File: config.mk
export PLATFORM = sky130hd
export DESIGN_NAME = fca_lane
export DESIGN_NICKNAME = d
export VERILOG_FILES = /design/src/hw/rtl/fca_pkg.sv /design/src/hw/rtl/fca_lane.sv
export SDC_FILE = /design/constraint.sdc
export NUM_CORES = 1
export LEC_CHECK = 0
export BUFFER_PORTS_ARGS = -buffer_cell sky130_fd_sc_hd__buf_2
export CORE_ASPECT_RATIO = 1.5
export CORE_UTILIZATION = 40
export CTS_CLUSTER_SIZE = 25
export DETAILED_ROUTE_END_ITERATION = 16
export MAX_ROUTING_LAYER = met4
export PLACE_DENSITY = 0.51
export SLEW_MARGIN = 10
export SYNTH_ARGS = -nofsm -noshare
export SYNTH_HDL_FRONTEND = slang
export SYNTH_SLANG_ARGS = --single-unit
File: constraint.sdc
create_clock -name clk -period 3.6 [get_ports clk]
set_clock_uncertainty 0.2 [all_clocks]
set_input_delay 0.72 -clock clk [delete_from_list [all_inputs] [get_ports clk]]
set_output_delay 0.72 -clock clk [all_outputs]
set_load 0.02 [all_outputs]
File: src/hw/rtl/fca_pkg.sv
// Shared constants, types and widths for the frame cumulative average block.
// No dependencies; every other file of the block uses this package.
package fca_pkg;

    // Frame geometry and frame counter width
    localparam int FRAME_WIDTH   = 320;
    localparam int FRAME_HEIGHT  = 240;
    localparam int COUNT_BITS    = 16;
    localparam int PIXELS        = FRAME_WIDTH * FRAME_HEIGHT;
    localparam int ADDR_BITS     = (PIXELS > 1) ? $clog2(PIXELS) : 1;

    // Channel and divider widths
    localparam int CHAN_BITS     = 8;
    localparam int NUM_BITS      = COUNT_BITS + CHAN_BITS;
    localparam int DEN_BITS      = COUNT_BITS + 1;
    localparam int DIV_STEPS     = CHAN_BITS;
    localparam int LANE_LAT      = DIV_STEPS + 1;
    localparam int LANES         = 3;
    localparam int STORE_BITS    = LANES * CHAN_BITS;

    // Output queue
    localparam int FIFO_DEPTH    = 16;
    localparam int FIFO_PTR_BITS = $clog2(FIFO_DEPTH);
    localparam int FIFO_CNT_BITS = $clog2(FIFO_DEPTH + 1);

    localparam logic [COUNT_BITS-1:0] COUNT_MAX = '1;
    localparam logic [ADDR_BITS-1:0]  LAST_POS  = ADDR_BITS'(PIXELS - 1);

    typedef logic [CHAN_BITS-1:0]  chan_t;
    typedef logic [COUNT_BITS-1:0] count_t;
    typedef logic [ADDR_BITS-1:0]  addr_t;
    typedef logic [STORE_BITS-1:0] store_word_t;

    typedef struct packed {
        chan_t red;
        chan_t green;
        chan_t blue;
        chan_t alpha;
        logic  last;
    } avg_word_t;

endpackage

File: src/hw/rtl/fca_lane.sv
// One channel lane: forms pix + n*old, then a restoring divide by n+1,
// one quotient bit per pipeline stage. Depends on fca_pkg.
module fca_lane (
    input  logic            clk,
    input  logic            rst_n,
    input  logic            in_valid,
    input  fca_pkg::chan_t  pix,
    input  fca_pkg::chan_t  old,
    input  fca_pkg::count_t n,
    output logic            out_valid,
    output fca_pkg::chan_t  quot
);
    import fca_pkg::*;

    logic [DIV_STEPS:0]  vld_reg;
    logic [NUM_BITS-1:0] rem_reg [DIV_STEPS+1];
    logic [DEN_BITS-1:0] den_reg [DIV_STEPS+1];
    chan_t               q_reg   [1:DIV_STEPS];
    logic [NUM_BITS-1:0] prod;

    // Numerator and divisor stage; with no completed frames the stored value
    // carries no weight and is not looked at
    assign prod = (n == '0) ? '0 : NUM_BITS'(n) * NUM_BITS'(old);

    always_ff @(posedge clk or negedge rst_n)
    begin
        if (!rst_n)
        begin
            vld_reg[0] <= 1'b0;
        end
        else
        begin
            vld_reg[0] <= in_valid;
        end
    end

    always_ff @(posedge clk)
    begin
        rem_reg[0] <= prod + NUM_BITS'(pix);
        den_reg[0] <= DEN_BITS'(n) + DEN_BITS'(1);
    end

    // Divide stages, most significant quotient bit first
    for (genvar k = 1; k <= DIV_STEPS; k++)
    begin : g_div
        localparam int B = DIV_STEPS - k;
        logic [NUM_BITS-1:0] trial;
        logic                hit;
        chan_t               q_prev;
        chan_t               q_next;

        assign trial = NUM_BITS'(den_reg[k-1]) << B;
        assign hit   = (rem_reg[k-1] >= trial);

        if (k == 1)
        begin : g_first
            assign q_prev = '0;
        end
        else
        begin : g_rest
            assign q_prev = q_reg[k-1];
        end

        always_comb
        begin
            q_next    = q_prev;
            q_next[B] = hit;
        end

        always_ff @(posedge clk or negedge rst_n)
        begin
            if (!rst_n)
            begin
                vld_reg[k] <= 1'b0;
            end
            else
            begin
                vld_reg[k] <= vld_reg[k-1];
            end
        end

        always_ff @(posedge clk)
        begin
            rem_reg[k] <= hit ? (rem_reg[k-1] - trial) : rem_reg[k-1];
            den_reg[k] <= den_reg[k-1];
            q_reg[k]   <= q_next;
        end
    end

    assign out_valid = vld_reg[DIV_STEPS];
    assign quot      = q_reg[DIV_STEPS];

endmodule

Word level (Yosys, flattened, before mapping)
Memory sizes are Yosys's and may differ from the RTL's.
Cells that the tools add are included.
{"block": "op_classes", "mux": 9, "magnitude_cmp": 8, "n_addsub": 10, "multipliers": 1, "reduce_logical": 1}
{"op": "$mux 24", "n": 9}
{"op": "$add 24x8->24", "n": 1}
{"op": "$ge 24x17->1", "n": 1}
{"op": "$ge 24x18->1", "n": 1}
{"op": "$ge 24x19->1", "n": 1}
{"op": "$ge 24x20->1", "n": 1}
{"op": "$ge 24x21->1", "n": 1}
{"op": "$ge 24x22->1", "n": 1}
{"op": "$ge 24x23->1", "n": 1}
{"op": "$ge 24x24->1", "n": 1}
{"op": "$mul 16x8->24", "n": 1}
{"op": "$sub 24x17->24", "n": 1}
{"op": "$sub 24x18->24", "n": 1}
{"op": "$sub 24x19->24", "n": 1}
{"op": "$sub 24x20->24", "n": 1}
{"op": "$sub 24x21->24", "n": 1}
{"op": "$sub 24x22->24", "n": 1}
{"op": "$sub 24x23->24", "n": 1}
{"op": "$sub 24x24->24", "n": 1}
{"op": "$add 16x1->17 const B", "n": 1}
{"op": "$logic_not 16->1", "n": 1}
{"block": "totals", "register_bits": 9, "ramBits": 433, "inputBits": 35, "n_memories": 3}
{"name": "rem_reg", "depth": 9, "word_bits": 24, "read_ports": 8, "rd_clocked_by_memory_dff": 0, "write_ports": 9, "line_no": "fca_lane.sv:16", "text": "logic [NUM_BITS-1:0] rem_reg [DIV_STEPS+1];"}
{"name": "den_reg", "depth": 9, "word_bits": 17, "read_ports": 8, "rd_clocked_by_memory_dff": 0, "write_ports": 9, "line_no": "fca_lane.sv:17", "text": "logic [DEN_BITS-1:0] den_reg [DIV_STEPS+1];"}
{"name": "q_reg", "depth": 8, "word_bits": 8, "read_ports": 8, "rd_clocked_by_memory_dff": 0, "write_ports": 8, "line_no": "fca_lane.sv:18", "text": "chan_t q_reg [1:DIV_STEPS];"}

Logic depth before layout (Yosys ltp)
{"block": "depth", "depth_word": 3, "mapped_depth": 25}

Worst setup path after synthesis
Ideal clock, no wire load.
{"block": "synth_timing", "path_type": "input-to-reg", "start": "in old[7]", "end": "mem rem_reg[0][23] in the netlist's numbering", "path_stages": 19, "setup_slack_ns": -2.727, "t_arrival_ns": 6.005, "t_required_ns": 3.278, "path_buffers": 1, "path_cell_list": "clkbuf_1 nand2_1 fa_1 fa_1 inv_1 fa_1 inv_1 fa_1 inv_1 ha_1 xor2_1 nor2_1 ha_1 a21oi_1 or4_4 or4_4 nor3_4 or4b_1 xnor2_1"}
{"element": "start, declared", "line_no": "fca_lane.sv:8", "text": "input fca_pkg::chan_t old,"}
{"element": "end, declared", "line_no": "fca_lane.sv:16"}

==> qor.yml <==
synth:
  syn-instance-count: 2253
  syn-cell-area_sq_mm: 0.0207
  ys_seq_area_share_pct: 36.3
  synthTopCellsByArea: "dfxtp_1, ha_1, fa_1"
  ys_warn_count: 0
  avgSynthCellArea_sq_um: 9.18
  async_reset_ff_share_pct: 2.41
  yosysTopAreaCellShare_pct: 35.2
  ys_seq_elements: 373
  yosysUniqueCellTypes: 69
  synth_top_cell_by_area: "dfxtp_1"
  netlist_top_cells_count: "dfxtp_1, inv_1, ha_1"
  syn_nets: 2570
  synth.most_common_cell: "dfxtp_1"
  synthFlopType: "dfxtp_1"
  synth_edf_count: 0
timing:
  period_share_pct: 155
  relSlewSlack_pct: 58.8
  rsz0062_at_grt: "true"
  timing.fmax_mhz: 179
  hold_ws_ns: 0.0917
  worst_slack_ns: -1.98
  worstMarginPinSlew_ns: 0.614
  drv_slew: 0
  hold_viol: 0
  period_needed_ns: 5.58
  finalSetupViolCount: 20
drt:
  ant_nets: 0
  drc: 0
  vias: 15900
  drtPass1Iterations: 4
  viasPerCell: 4.97
  wl_per_cell_um: 15.1
  drt_wl_total_mm: 48.3
  drtIter0Drc: 353
global_routing:
  grt_pass1_wl_mm: 78.0
  grt_start_max_net_pins: 33
  antenna_found_initial: 0
  first_global_vias: 16900
  grt_usage_pct: 19.0
  grt_overflow: 0
cells_and_area:
  instances_no_fill: 3194
  largest_register_ffs: 192
  area_growth_pct: 22.8
  n_fill_cell: 4841
  drive_gt1_share_pct: 19.5
  diodes: 0
  final_nets: 2818
pwr:
  power_density_mw_per_mm2: 997
  peakVddDrop_uv: 444
  total_power_mw: 25.3
  power_leakage_nw: 11.8
die:
  die-area_sq_mm: 0.0526
  start_util_pct: 40.7
  rows: 101
  die_x_um: 188
  core_area_sq_mm: 0.0508
  fp.dieH_um: 281
  io_pins: 44
placement:
  dp_hpwl_mm: 39.4
  dp.cells: 3090
  dp_slack_ns: -2.73
  portBuffers: 43
  gp_congestion: 0.943
clock_network:
  cts_tree: "done"
  root_buffer: "clkbuf_16"
  cts.sinks: 373
  h-tree-depth: 2
  numCtsBuffers: 35
  cts_max_path_buffers: 3
  path_clk_slew_ns: 0.07
  clk_latency_ns: 0.53
worst_setup_path:
  path_cells: "buf_12 -> buf_6 -> and2_4 -> fa_1 -> fa_1 -> fa_1 -> inv_1 -> fa_1 -> inv_2 -> ha_4 -> o211ai_1 -> o21ai_2 -> xor2_2 -> nand2_1 -> or4_4 -> or4_4 -> nor3_4 -> or4b_1 -> xnor2_1"
  critPathKind: "primary input to register"
  worstReg2RegEnd: "rem_reg[0][189]$_DFF_P_"
  worstPathArrival_ns: 5.78
  r2r_setup_slack_ns: 0.09
  reg2reg_depth: 10
  cp-endpoint: "rem_reg[0][23]$_DFF_P_"
  timing.rr.start: "den_reg[0][107]$_DFF_P_"
  worstPathMaxFanout: 6
  cp_slowest_cell: "fa_1"
  cpPeakStageDelay_ns: 0.52
  worstSetupStartpointType: "primary input"
  crit_required_ns: 3.81
  critPathLaunch: "n[1]"
  cpMostUsedCell: "fa_1"
  end_kind: "register"
run_status:
  status: "finished, violations left"
  violations: "setup timing"
min_path:
  hp-start: "in_valid"
  hold_path.class: "primary input to register"
flow_run:
  cap_viol_max_count: 0
## per-stage QoR
stage / utilization (%) / TNS (ns) / area [sq um]
final: 50.0 / -23.82 / 25400
after global routing: 50.0 / -26.55 / 25400
after CTS: 49.1 / -23.92 / 24900
after detailed placement: 45.7 / -37.52 / 23200
after global placement: 45.7 / -36.45 / 23200
after floorplan: - / -27.70 / 21000
## critical path: cells and delay by family
kind | cells | cell delay [ns]
buffers and inverters | 4 | 0.32
XOR/XNOR | 2 | 0.32
adder cells (fa/ha/maj) | 5 | 2.24
AO/OA/AOI/OAI | 2 | 0.34
AND/OR/NAND/NOR | 6 | 1.86
## report_power, final
group / switching (mW) / total, mW / internal (mW)
clock network: 1.53 / 3.55 / 2.01
logic: 7.68 / 15.5 / 7.83
registers: 0.665 / 6.27 / 5.61
## area by class of cell
class / instances / area (sq um) / area share, %
inverter: 287 / 1080 / 4.25
tap: 669 / 837 / 3.29
multi-input combinational: 1536 / 12600 / 49.6
clock inverter: 11 / 78.8 / 0.310
timing repair buffer: 268 / 2270 / 8.93
sequential: 373 / 7510 / 29.6
clock buffer: 50 / 1030 / 4.07
## cell families after synthesis
kind of cell	synth area share, %
AO/OA/AOI/OAI	12.3
XOR/XNOR	6.35
adder cells (fa/ha/maj)	20.4
buffers and inverters	6.24
flip-flops	36.3
multiplexers	2.00
AND/OR/NAND/NOR	16.4
## what timing repair did
action | 4_1_cts | 5_1_grt
buffers inserted | 29 | 23
gates resized for setup | 109 | 72
endpoints found under the setup margin | 20 | 33
gates cloned | 0 | 1
pin swaps | 58 | 80
hold endpoints to repair | 9 | 0
hold buffers | 1 | 0
## cells in the final DEF, fill, tap and decap left out, types with 10 or more instances in the layout
| cell | netlist | final |
|---|---|---|
| nor3_1 | 42 | 37 |
| inv_2 | 0 | 13 |
| ha_4 | 0 | 16 |
| buf_6 | 0 | 33 |
| nand2_1 | 172 | 164 |
| nand3_1 | 41 | 38 |
| nor2_1 | 111 | 106 |
| fa_1 | 92 | 87 |
| inv_1 | 286 | 273 |
| and3_1 | 20 | 19 |
| a21oi_2 | 0 | 10 |
| and2_1 | 112 | 92 |
| ha_1 | 190 | 173 |
| or3_1 | 18 | 17 |
| nand2b_1 | 26 | 26 |
| xor2_1 | 55 | 54 |
| nand4_1 | 24 | 24 |
| nor2b_1 | 24 | 22 |
| a31oi_1 | 15 | 15 |
| and2_4 | 0 | 20 |
| o21ai_0 | 118 | 108 |
| buf_4 | 0 | 188 |
| o21a_1 | 11 | 11 |
| or2_2 | 10 | 10 |
| buf_2 | 0 | 29 |
| mux2_2 | 26 | 26 |
| clkbuf_16 | 0 | 38 |
| nor4_1 | 20 | 18 |
| a21oi_1 | 112 | 98 |
| o31ai_1 | 15 | 13 |
| xnor2_1 | 95 | 87 |
| buf_12 | 0 | 13 |
| o211ai_1 | 18 | 18 |
| mux2i_1 | 12 | 12 |
| a21o_1 | 46 | 46 |
| dfxtp_1 | 364 | 364 |
## per-layer routing
layer / vias to the layer above / global-route usage (%) / part of all wire [%]
met3: 133 / 1.66 / 1.9
met1: 7490 / 14.5 / 32
met5: - / - / 0
met4: 0 / 10.5 / 5.9
met2: 233 / 41.6 / 60
li1: 8030 / - / -
## how the worst min path moves through the flow
stage | depth (start not counted) | to | slack [ns]
global placement | 0 | q_reg[6][7]$_DFF_P_ | 0.11
detailed placement | 0 | q_reg[6][7]$_DFF_P_ | 0.11
finish | 1 | vld_reg[0]$_DFF_PN0_ | 0.09
floorplan | 0 | q_reg[2][7]$_DFF_P_ | 0.11
global route | 1 | vld_reg[0]$_DFF_PN0_ | 0.07
CTS | 1 | vld_reg[0]$_DFF_PN0_ | 0.07
Note: power is estimated with default switching activity, not from simulation.
