**src/hw/rtl/fca_pkg.sv**
```systemverilog
// Shared constants, types and widths for the frame cumulative average block.
// No dependencies; every other file of the block uses this package.
package fca_pkg;

    // Frame geometry and frame counter width
    localparam int FRAME_WIDTH   = 320;
    localparam int FRAME_HEIGHT  = 240;
    localparam int COUNT_BITS    = 16;
    localparam int PIXELS        = FRAME_WIDTH * FRAME_HEIGHT;
    localparam int ADDR_BITS     = (PIXELS > 1) ? $clog2(PIXELS) : 1;

    // Channel and divider widths
    localparam int CHAN_BITS     = 8;
    localparam int NUM_BITS      = COUNT_BITS + CHAN_BITS;
    localparam int DEN_BITS      = COUNT_BITS + 1;
    localparam int DIV_STEPS     = CHAN_BITS;
    localparam int LANE_LAT      = DIV_STEPS + 1;
    localparam int LANES         = 3;
    localparam int STORE_BITS    = LANES * CHAN_BITS;

    // Output queue
    localparam int FIFO_DEPTH    = 16;
    localparam int FIFO_PTR_BITS = $clog2(FIFO_DEPTH);
    localparam int FIFO_CNT_BITS = $clog2(FIFO_DEPTH + 1);

    localparam logic [COUNT_BITS-1:0] COUNT_MAX = '1;
    localparam logic [ADDR_BITS-1:0]  LAST_POS  = ADDR_BITS'(PIXELS - 1);

    typedef logic [CHAN_BITS-1:0]  chan_t;
    typedef logic [COUNT_BITS-1:0] count_t;
    typedef logic [ADDR_BITS-1:0]  addr_t;
    typedef logic [STORE_BITS-1:0] store_word_t;

    typedef struct packed {
        chan_t red;
        chan_t green;
        chan_t blue;
        chan_t alpha;
        logic  last;
    } avg_word_t;

endpackage

```
**src/hw/rtl/fca_if.sv**
```systemverilog


interface fca_avg_if;
    logic             valid;
    logic             ready;
    fca_pkg::chan_t   red_avg;
    fca_pkg::chan_t   green_avg;
    fca_pkg::chan_t   blue_avg;
    fca_pkg::chan_t   alpha_out;
    logic             frame_last;

    modport source (output valid, output red_avg, output green_avg, output blue_avg,
                    output alpha_out, output frame_last, input ready);
    modport sink   (input valid, input red_avg, input green_avg, input blue_avg,
                    input alpha_out, input frame_last, output ready);
endinterface

```
**src/hw/rtl/fca_merge.sv**
```systemverilog
// Merge stage: packs the lane quotients with alpha and frame end into one word,
// queues it, and tracks words in flight for input flow control. Depends on fca_pkg.
module fca_merge (
    input  logic                 clk,
    input  logic                 rst_n,
    input  logic                 in_take,
    output logic                 room,
    input  logic [fca_pkg::LANES-1:0] lane_vld,
    input  fca_pkg::chan_t       lane_q [fca_pkg::LANES],
    input  fca_pkg::chan_t       alpha,
    input  logic                 last,
    fca_avg_if.source            avg
);
    import fca_pkg::*;

    avg_word_t                fifo_mem [FIFO_DEPTH];
    logic [FIFO_PTR_BITS-1:0] wr_ptr_reg, wr_ptr_next;
    logic [FIFO_PTR_BITS-1:0] rd_ptr_reg, rd_ptr_next;
    logic [FIFO_CNT_BITS-1:0] cnt_reg, cnt_next;
    logic [FIFO_CNT_BITS-1:0] occ_reg, occ_next;
    logic                     push;
    logic                     pop;
    avg_word_t                push_word;
    avg_word_t                head;

    // Combine lanes into one result word
    assign push = &lane_vld;
    always_comb
    begin
        push_word.red   = lane_q[0];
        push_word.green = lane_q[1];
        push_word.blue  = lane_q[2];
        push_word.alpha = alpha;
        push_word.last  = last;
    end

    assign pop  = avg.valid && avg.ready;
    // Words accepted but not yet delivered never exceed the queue depth
    assign room = (occ_reg < FIFO_CNT_BITS'(FIFO_DEPTH));

    always_comb
    begin
        wr_ptr_next = push ? wr_ptr_reg + 1'b1 : wr_ptr_reg;
        rd_ptr_next = pop ? rd_ptr_reg + 1'b1 : rd_ptr_reg;
        cnt_next    = cnt_reg + FIFO_CNT_BITS'(push) - FIFO_CNT_BITS'(pop);
        occ_next    = occ_reg + FIFO_CNT_BITS'(in_take) - FIFO_CNT_BITS'(pop);
    end

    always_ff @(posedge clk or negedge rst_n)
    begin
        if (!rst_n)
        begin
            wr_ptr_reg <= '0;
            rd_ptr_reg <= '0;
            cnt_reg    <= '0;
            occ_reg    <= '0;
        end
        else
        begin
            wr_ptr_reg <= wr_ptr_next;
            rd_ptr_reg <= rd_ptr_next;
            cnt_reg    <= cnt_next;
            occ_reg    <= occ_next;
        end
    end

    // Queue storage
    always_ff @(posedge clk)
    begin
        if (push)
        begin
            fifo_mem[wr_ptr_reg] <= push_word;
        end
    end

    // Output side
    assign head           = fifo_mem[rd_ptr_reg];
    assign avg.valid      = (cnt_reg != '0);
    assign avg.red_avg    = head.red;
    assign avg.green_avg  = head.green;
    assign avg.blue_avg   = head.blue;
    assign avg.alpha_out  = head.alpha;
    assign avg.frame_last = head.last;

endmodule
```
**src/flat_wrapper.sv**
```systemverilog
// flat-port wrapper written by rule: the top's interface ports become plain ports
module fca_merge_flat import fca_pkg::*;
  (clk, rst_n, in_take, room, lane_vld, lane_q, alpha, last, avg_valid, avg_red_avg, avg_green_avg, avg_blue_avg, avg_alpha_out, avg_frame_last, avg_ready);
  fca_avg_if avg_i ();
  input  logic clk;
  input  logic rst_n;
  input  logic in_take;
  output logic room;
  input  logic [fca_pkg::LANES-1:0] lane_vld;
  input  fca_pkg::chan_t lane_q[fca_pkg::LANES];
  input  fca_pkg::chan_t alpha;
  input  logic last;
  output wire logic [$bits(avg_i.valid)-1:0] avg_valid;
  output wire logic [$bits(avg_i.red_avg)-1:0] avg_red_avg;
  output wire logic [$bits(avg_i.green_avg)-1:0] avg_green_avg;
  output wire logic [$bits(avg_i.blue_avg)-1:0] avg_blue_avg;
  output wire logic [$bits(avg_i.alpha_out)-1:0] avg_alpha_out;
  output wire logic [$bits(avg_i.frame_last)-1:0] avg_frame_last;
  input wire logic [$bits(avg_i.ready)-1:0] avg_ready;
  assign avg_valid = avg_i.valid;
  assign avg_red_avg = avg_i.red_avg;
  assign avg_green_avg = avg_i.green_avg;
  assign avg_blue_avg = avg_i.blue_avg;
  assign avg_alpha_out = avg_i.alpha_out;
  assign avg_frame_last = avg_i.frame_last;
  assign avg_i.ready = avg_ready;
  fca_merge u_core (.clk(clk), .rst_n(rst_n), .in_take(in_take), .room(room), .lane_vld(lane_vld), .lane_q(lane_q), .alpha(alpha), .last(last), .avg(avg_i));
endmodule
```
**config.mk**
```make
export PLATFORM = sky130hd
export DESIGN_NAME = fca_merge_flat
export DESIGN_NICKNAME = d
export VERILOG_FILES = /design/src/hw/rtl/fca_pkg.sv /design/src/hw/rtl/fca_if.sv /design/src/hw/rtl/fca_merge.sv /design/src/flat_wrapper.sv
export SDC_FILE = /design/constraint.sdc
export NUM_CORES = 1
export LEC_CHECK = 0
export BUFFER_PORTS_ARGS = -buffer_cell sky130_fd_sc_hd__buf_2
export CORE_ASPECT_RATIO = 0.7
export CORE_MARGIN = 2
export CORE_UTILIZATION = 69
export CTS_BUF_LIST = sky130_fd_sc_hd__clkbuf_8
export DETAILED_ROUTE_END_ITERATION = 8
export HOLD_SLACK_MARGIN = 0.05
export PLACE_DENSITY_LB_ADDON = 0.3
export SLEW_MARGIN = 20
export SYNTH_ARGS = -nofsm -noshare
export SYNTH_HDL_FRONTEND = slang
export SYNTH_SLANG_ARGS = --single-unit
```
**constraint.sdc**
```tcl
create_clock -name clk -period 10.96 [get_ports clk]
set_input_delay 2.192 -clock clk [delete_from_list [all_inputs] [get_ports clk]]
set_output_delay 2.192 -clock clk [all_outputs]
set_load 0.005 [all_outputs]
```
==> After elaboration in Yosys (flattened, before gate mapping) <==
Memories as Yosys holds them, arrays and structs flattened.
Index checks and enable logic that the tools add are counted.
{ "totals": {"register_bits": 18, "latch_bits": 0, "ram_bits": 528, "mem_bits_ro": 0, "in_bits": 40, "output_inout_bits": 35, "elab_cells": 17, "memories": 1} }
{ "memory_table": {"columns": ["name", "words", "width", "rd", "rd_clocked_by_memory_dff", "wr", "line_no", "text"], "rows": [
  ["u_core.fifo_mem", 16, 33, 1, 0, 1, "fca_merge.sv:16", "avg_word_t fifo_mem [FIFO_DEPTH];"]
]} }
{ "op_classes": {"add_sub_neg": 6, "mul": 0, "n_div": 0, "magnitude_cmp": 1, "n_eq_ne": 0, "shifts": 0, "mux": 2, "bitwise_logic": 0, "reduce_logical": 3} }
{ "op_table": {"columns": ["operator", "n"], "rows": [
  ["adder 5 x 1 -> 5 bit", 2],
  ["subtractor 5 x 1 -> 5 bit", 2],
  ["adder 4 x 1 -> 4 bit, second input constant", 2],
  ["less-than comparator 5 bit, second input constant", 1],
  ["nonzero test 5 bit", 1],
  ["AND reduction 3 bit", 1],
  ["2-to-1 mux 1 bit", 2],
  ["logical AND 1 bit", 1]
]} }

==> Logic depth before layout (Yosys ltp) <==
{ "logic_depth": {"ltp_word": 3, "mapped_depth": 14} }

==> Least setup slack after synthesis <==
OpenSTA, ideal clock, no wires.
{ "synth_path": {"kind": "input -> register", "start": "input lane_vld[2] in the netlist's numbering", "end": "memory u_core.fifo_mem[3][0] in the netlist's numbering, enable pin", "arrival_ns": 5.052, "setup_slack_ns": 5.443, "path_stages": 4, "path_cell_list": "and3_1 > clkbuf_1 > nand2_1 > nor3_1"} }
{ "synth_between": {"elab_chain_cells": 3} }
{ "synth_rtl": {"columns": ["item", "line_no", "text"], "rows": [
  ["from (decl)", "flat_wrapper.sv:9", "input logic [fca_pkg::LANES-1:0] lane_vld;"],
  ["AND reduction 3 bit", "fca_merge.sv:27", "assign push = &lane_vld;"],
  ["named net u_core.push", "fca_merge.sv:21", "logic push;"],
  ["2-to-1 mux 1 bit", "fca_merge.sv:70", "if (push)"],
  ["2-to-1 mux 1 bit (not written as such)", "fca_merge.sv:72", "fifo_mem[wr_ptr_reg] <= push_word;"],
  ["to (decl)", "fca_merge.sv:16", null]
]} }
The timed path passes the listed nets, and every way through them passes these cells.

==> Worst setup path after layout <==
{ "layout_path": {"start": "register u_core.rd_ptr_reg[0]", "end": "output avg_green_avg[5]"} }
{ "layout_between": {"elab_chain_cells": 1} }
{ "layout_rtl": {"columns": ["item", "line_no", "text"], "rows": [
  ["from (decl)", "fca_merge.sv:18", "logic [FIFO_PTR_BITS-1:0] rd_ptr_reg, rd_ptr_next;"],
  ["from (signal assigned)", "fca_merge.sv:61", "rd_ptr_reg <= rd_ptr_next;"],
  ["memory (16 x 33 bit)", null, null],
  ["to (decl)", "flat_wrapper.sv:15", "output wire logic [$bits(avg_i.green_avg)-1:0] avg_green_avg;"]
]} }
Every way passes these cells.

==> qor.yml <==
outcome:
  status: "finished clean"
clock_network:
  numCtsBuffers: 77
  root_buffer: "clkbuf_8"
  cts_tree: "yes"
  cts_resized: 0
  hold_buffers: 0
  postCtsSetupBuffers: 0
  cts_num_sinks: 546
  ctsHtreeMaxLevel: 3
  clk_path_buf_depth: 3
  insertion_delay_ns: 0.62
  clkSlewWorstSetupHoldPaths_ns: 0.06
yosys:
  synthTopCellsByArea: "edfxtp_1, mux4_2, a22oi_1, dfrtp_1, ha_1"
  synth_top_family_by_area: "multiplexers"
  ys.flop_type: "edfxtp_1"
  synthesis.nets: 981
  synth_xor_area_frac: 0.005886
  synth_cell_types: 27
  synth_largest_area_cell: "edfxtp_1"
  synth_mux_area_frac: 0.1434
  synth_compound_area_frac: 0.02643
  netlist_area_um2: 20830
  synth_simple_gate_area_frac: 0.01387
  synth_top_cell_area_share: 0.7611
  ys_ff_latch: 546
  ys_seq_area_frac: 0.7827
  synth_edf_count: 528
  synth.avg_cell_area_um2: 22.57
  ys_warn_count: 0
  syn_inst: 923
  async_reset_ff_frac: 0.03297
  synth_fa_ha_area_frac: 0.01153
cells_and_area:
  fin_nets: 1110
  multi_input_area_um2: 4324
  seqCellArea_um2: 16310
  synthToLayoutAreaGrowth_pct: 10.92
  nFillCells: 1491
  drive_gt1_frac: 0.3123
  largest_reg_flops: 528
critical_path:
  end_kind: "primary output"
  arrival_ns: 3.39
  path_class: "reg2out"
  max_stage_delay_ns: 0.87
  cp.required_ns: 8.77
  crit_fanout: 102
  crit_chain: "buf_12 > mux4_2 > a22oi_1 > nand2_1 > buf_2"
  crit_path_start_kind: "flip-flop"
  critPathSlowestCell: "dfrtp_4"
job:
  drv_cap: 0
timing:
  maxSlewViolCount: 0
  period_minus_slack_ns: 5.578
  final_hold_viol_count: 0
  post-route-period-util: 0.5090
  max_clock_freq_mhz: 179.3
  fin_skew_ns: 0.02430
  relSlewSlack: 0.2167
  timing.hold.ws_ns: 0.5946
  rsz0062_at_grt: "no"
  timing.setup.tns_ns: 0
  final-setup-viol-count: 0
  worst_slew_pin_slew_ns: 1.175
global_route:
  grt_pass1_vias: 10120
  grt_max_degree: 103
  grt_pass1_wl_um: 62620
  grt_remaining_overflow: 0
  antenna_found_initial: 5
  track_usage: 0.2821
floorplan:
  dieWidth_um: 211.7
  die-area_um2: 31620
  core-area_um2: 29840
  top_level_ports: 75
  rows: 53
  initial_utilization: 0.6981
  die_h_um: 149.4
placement:
  globalplace.congestion: 0.7087
  io_buffers: 74
  dp_hpwl_um: 22640
power:
  p_leak_nw: 7.648
  p_per_area_nw_per_um2: 231.6
  ir_drop_mv: 0.2406
routing:
  vias: 9904
  wl_per_cell_um: 27.96
  antenna_left: 0
  route.detailed.drc: 0
  drt_wl_total_um: 41790
  viasPerCell: 6.625
  firstDrtPassIters: 5
  drtIter0Drc: 1015
worst_hold_path:
  hp-class: "reg2reg"
-- synthesized netlist by cell type, types with 3 or more instances --
master,number
nor3_1,4
ha_1,16
xor2_1,3
edfxtp_1,528
nor2_1,13
a22oi_1,66
mux4_2,132
a21oi_1,4
buf_2,16
clkbuf_1,23
dfrtp_1,18
inv_1,21
nand2_1,40
buf_6,7
a21o_1,3
xnor2_1,11
buf_1,3
-- stage by stage --
step,setup slack (ns),util,instances,instance area (µm²),total power [mW]
floorplan,5.443,-,923,20830,3.571
global placement,5.956,0.7295,1358,21770,3.985
detailed placement,5.891,0.7295,1358,21770,4.023
CTS,5.238,0.7741,1493,23100,5.395
global route,5.072,0.7742,1494,23100,5.610
finish,5.382,0.7743,1495,23110,5.351
-- power breakdown --
part           leakage, nW  switching [mW]  total (mW)  internal [mW]
Combinational         1.91           0.749        1.47          0.725
Sequential            4.96           0.113        2.49           2.38
Clock                0.774           0.712        1.39          0.676
Total                 7.65            1.57        5.35           3.78
-- path summary, 6_finish.rpt --
| check | slack (ns) | cells past startpoint | endpoint | start |
|---|---|---|---|---|
| max | 5.38 | 5 | avg_green_avg[5] | u_core.rd_ptr_reg[0]$_DFFE_PN0P_ |
| min | 0.59 | 2 | u_core.occ_reg[4]$_DFF_PN0_ | u_core.occ_reg[4]$_DFF_PN0_ |
| max reg2reg | 8.07 | 13 | u_core.cnt_reg[4]$_DFF_PN0_ | u_core.cnt_reg[2]$_DFF_PN0_ |
| min reg2reg | 0.59 | 2 | u_core.occ_reg[4]$_DFF_PN0_ | u_core.occ_reg[4]$_DFF_PN0_ |
| max in group asynchronous | 9.12 | 1 | u_core.rd_ptr_reg[0]$_DFFE_PN0P_ | rst_n |
| min in group asynchronous | 1.50 | 1 | u_core.rd_ptr_reg[1]$_DFFE_PN0P_ | rst_n |
-- cell families after synthesis --
logic type                 after synthesis
adders and majority gates               18
DFF                                    546
AOI/OAI and AO/OA                       75
xor gates and xnor gates                14
and+or+nand+nor                         67
buffers and inverters                   70
muxes                                  133
-- layout make-up --
| cell class | instances | share of cell area |
|---|---|---|
| Antenna cell | 2 | 0.0002166 |
| Clock buffer | 80 | 0.04765 |
| Clock inverter | 55 | 0.01002 |
| Inverter | 21 | 0.003411 |
| Multi-Input combinational cell | 307 | 0.1871 |
| Sequential cell | 546 | 0.7060 |
| Tap cell | 385 | 0.02085 |
| Timing Repair Buffer | 99 | 0.02469 |
-- metal layers --
metal | routed length [µm] | GRT usage
met4 | 919 | 0.09225
met1 | 16800 | 0.4181
met2 | 20350 | 0.4334
met3 | 3676 | 0.06295
met5 | 47 | 0
-- critical path, delay by kind of cell, from the launching register on --
kind	cells	cell delay, ns
AO/OA/AOI/OAI	1	0.23
AND/OR/NAND/NOR	1	0.14
buffers and inverters	2	0.80
multiplexers	1	0.60
flip-flops	1	0.87
-- placed cells by master, fill, tap and decap left out --
cell        netlist  final
a21o_1            3      3
a21oi_1           4      4
a22oi_1          66     66
and2_1            2      1
and2_2            0      1
and3_1            1      1
buf_12            0      1
buf_2            16     74
buf_4             0     24
clkbuf_8          0     80
clkinv_1          0     18
clkinv_2          0      7
clkinvlp_4        0      3
dfrtp_1          18     16
dfrtp_4           0      2
diode_2           0      2
edfxtp_1        528    528
fa_1              2      2
ha_1             16     16
inv_1            21     47
inv_6             0      1
mux2_4            1      1
mux4_2          132    132
nand2_1          40     40
nand2b_1          2      2
nand4_1           2      2
nor2_4            0     13
nor2b_4           0      2
nor3_2            0      4
o21ai_0           1      1
o21bai_1          1      1
or4b_4            1      1
xnor2_1          11     11
xor2_1            3      3
(Power assumes the default switching activity.)
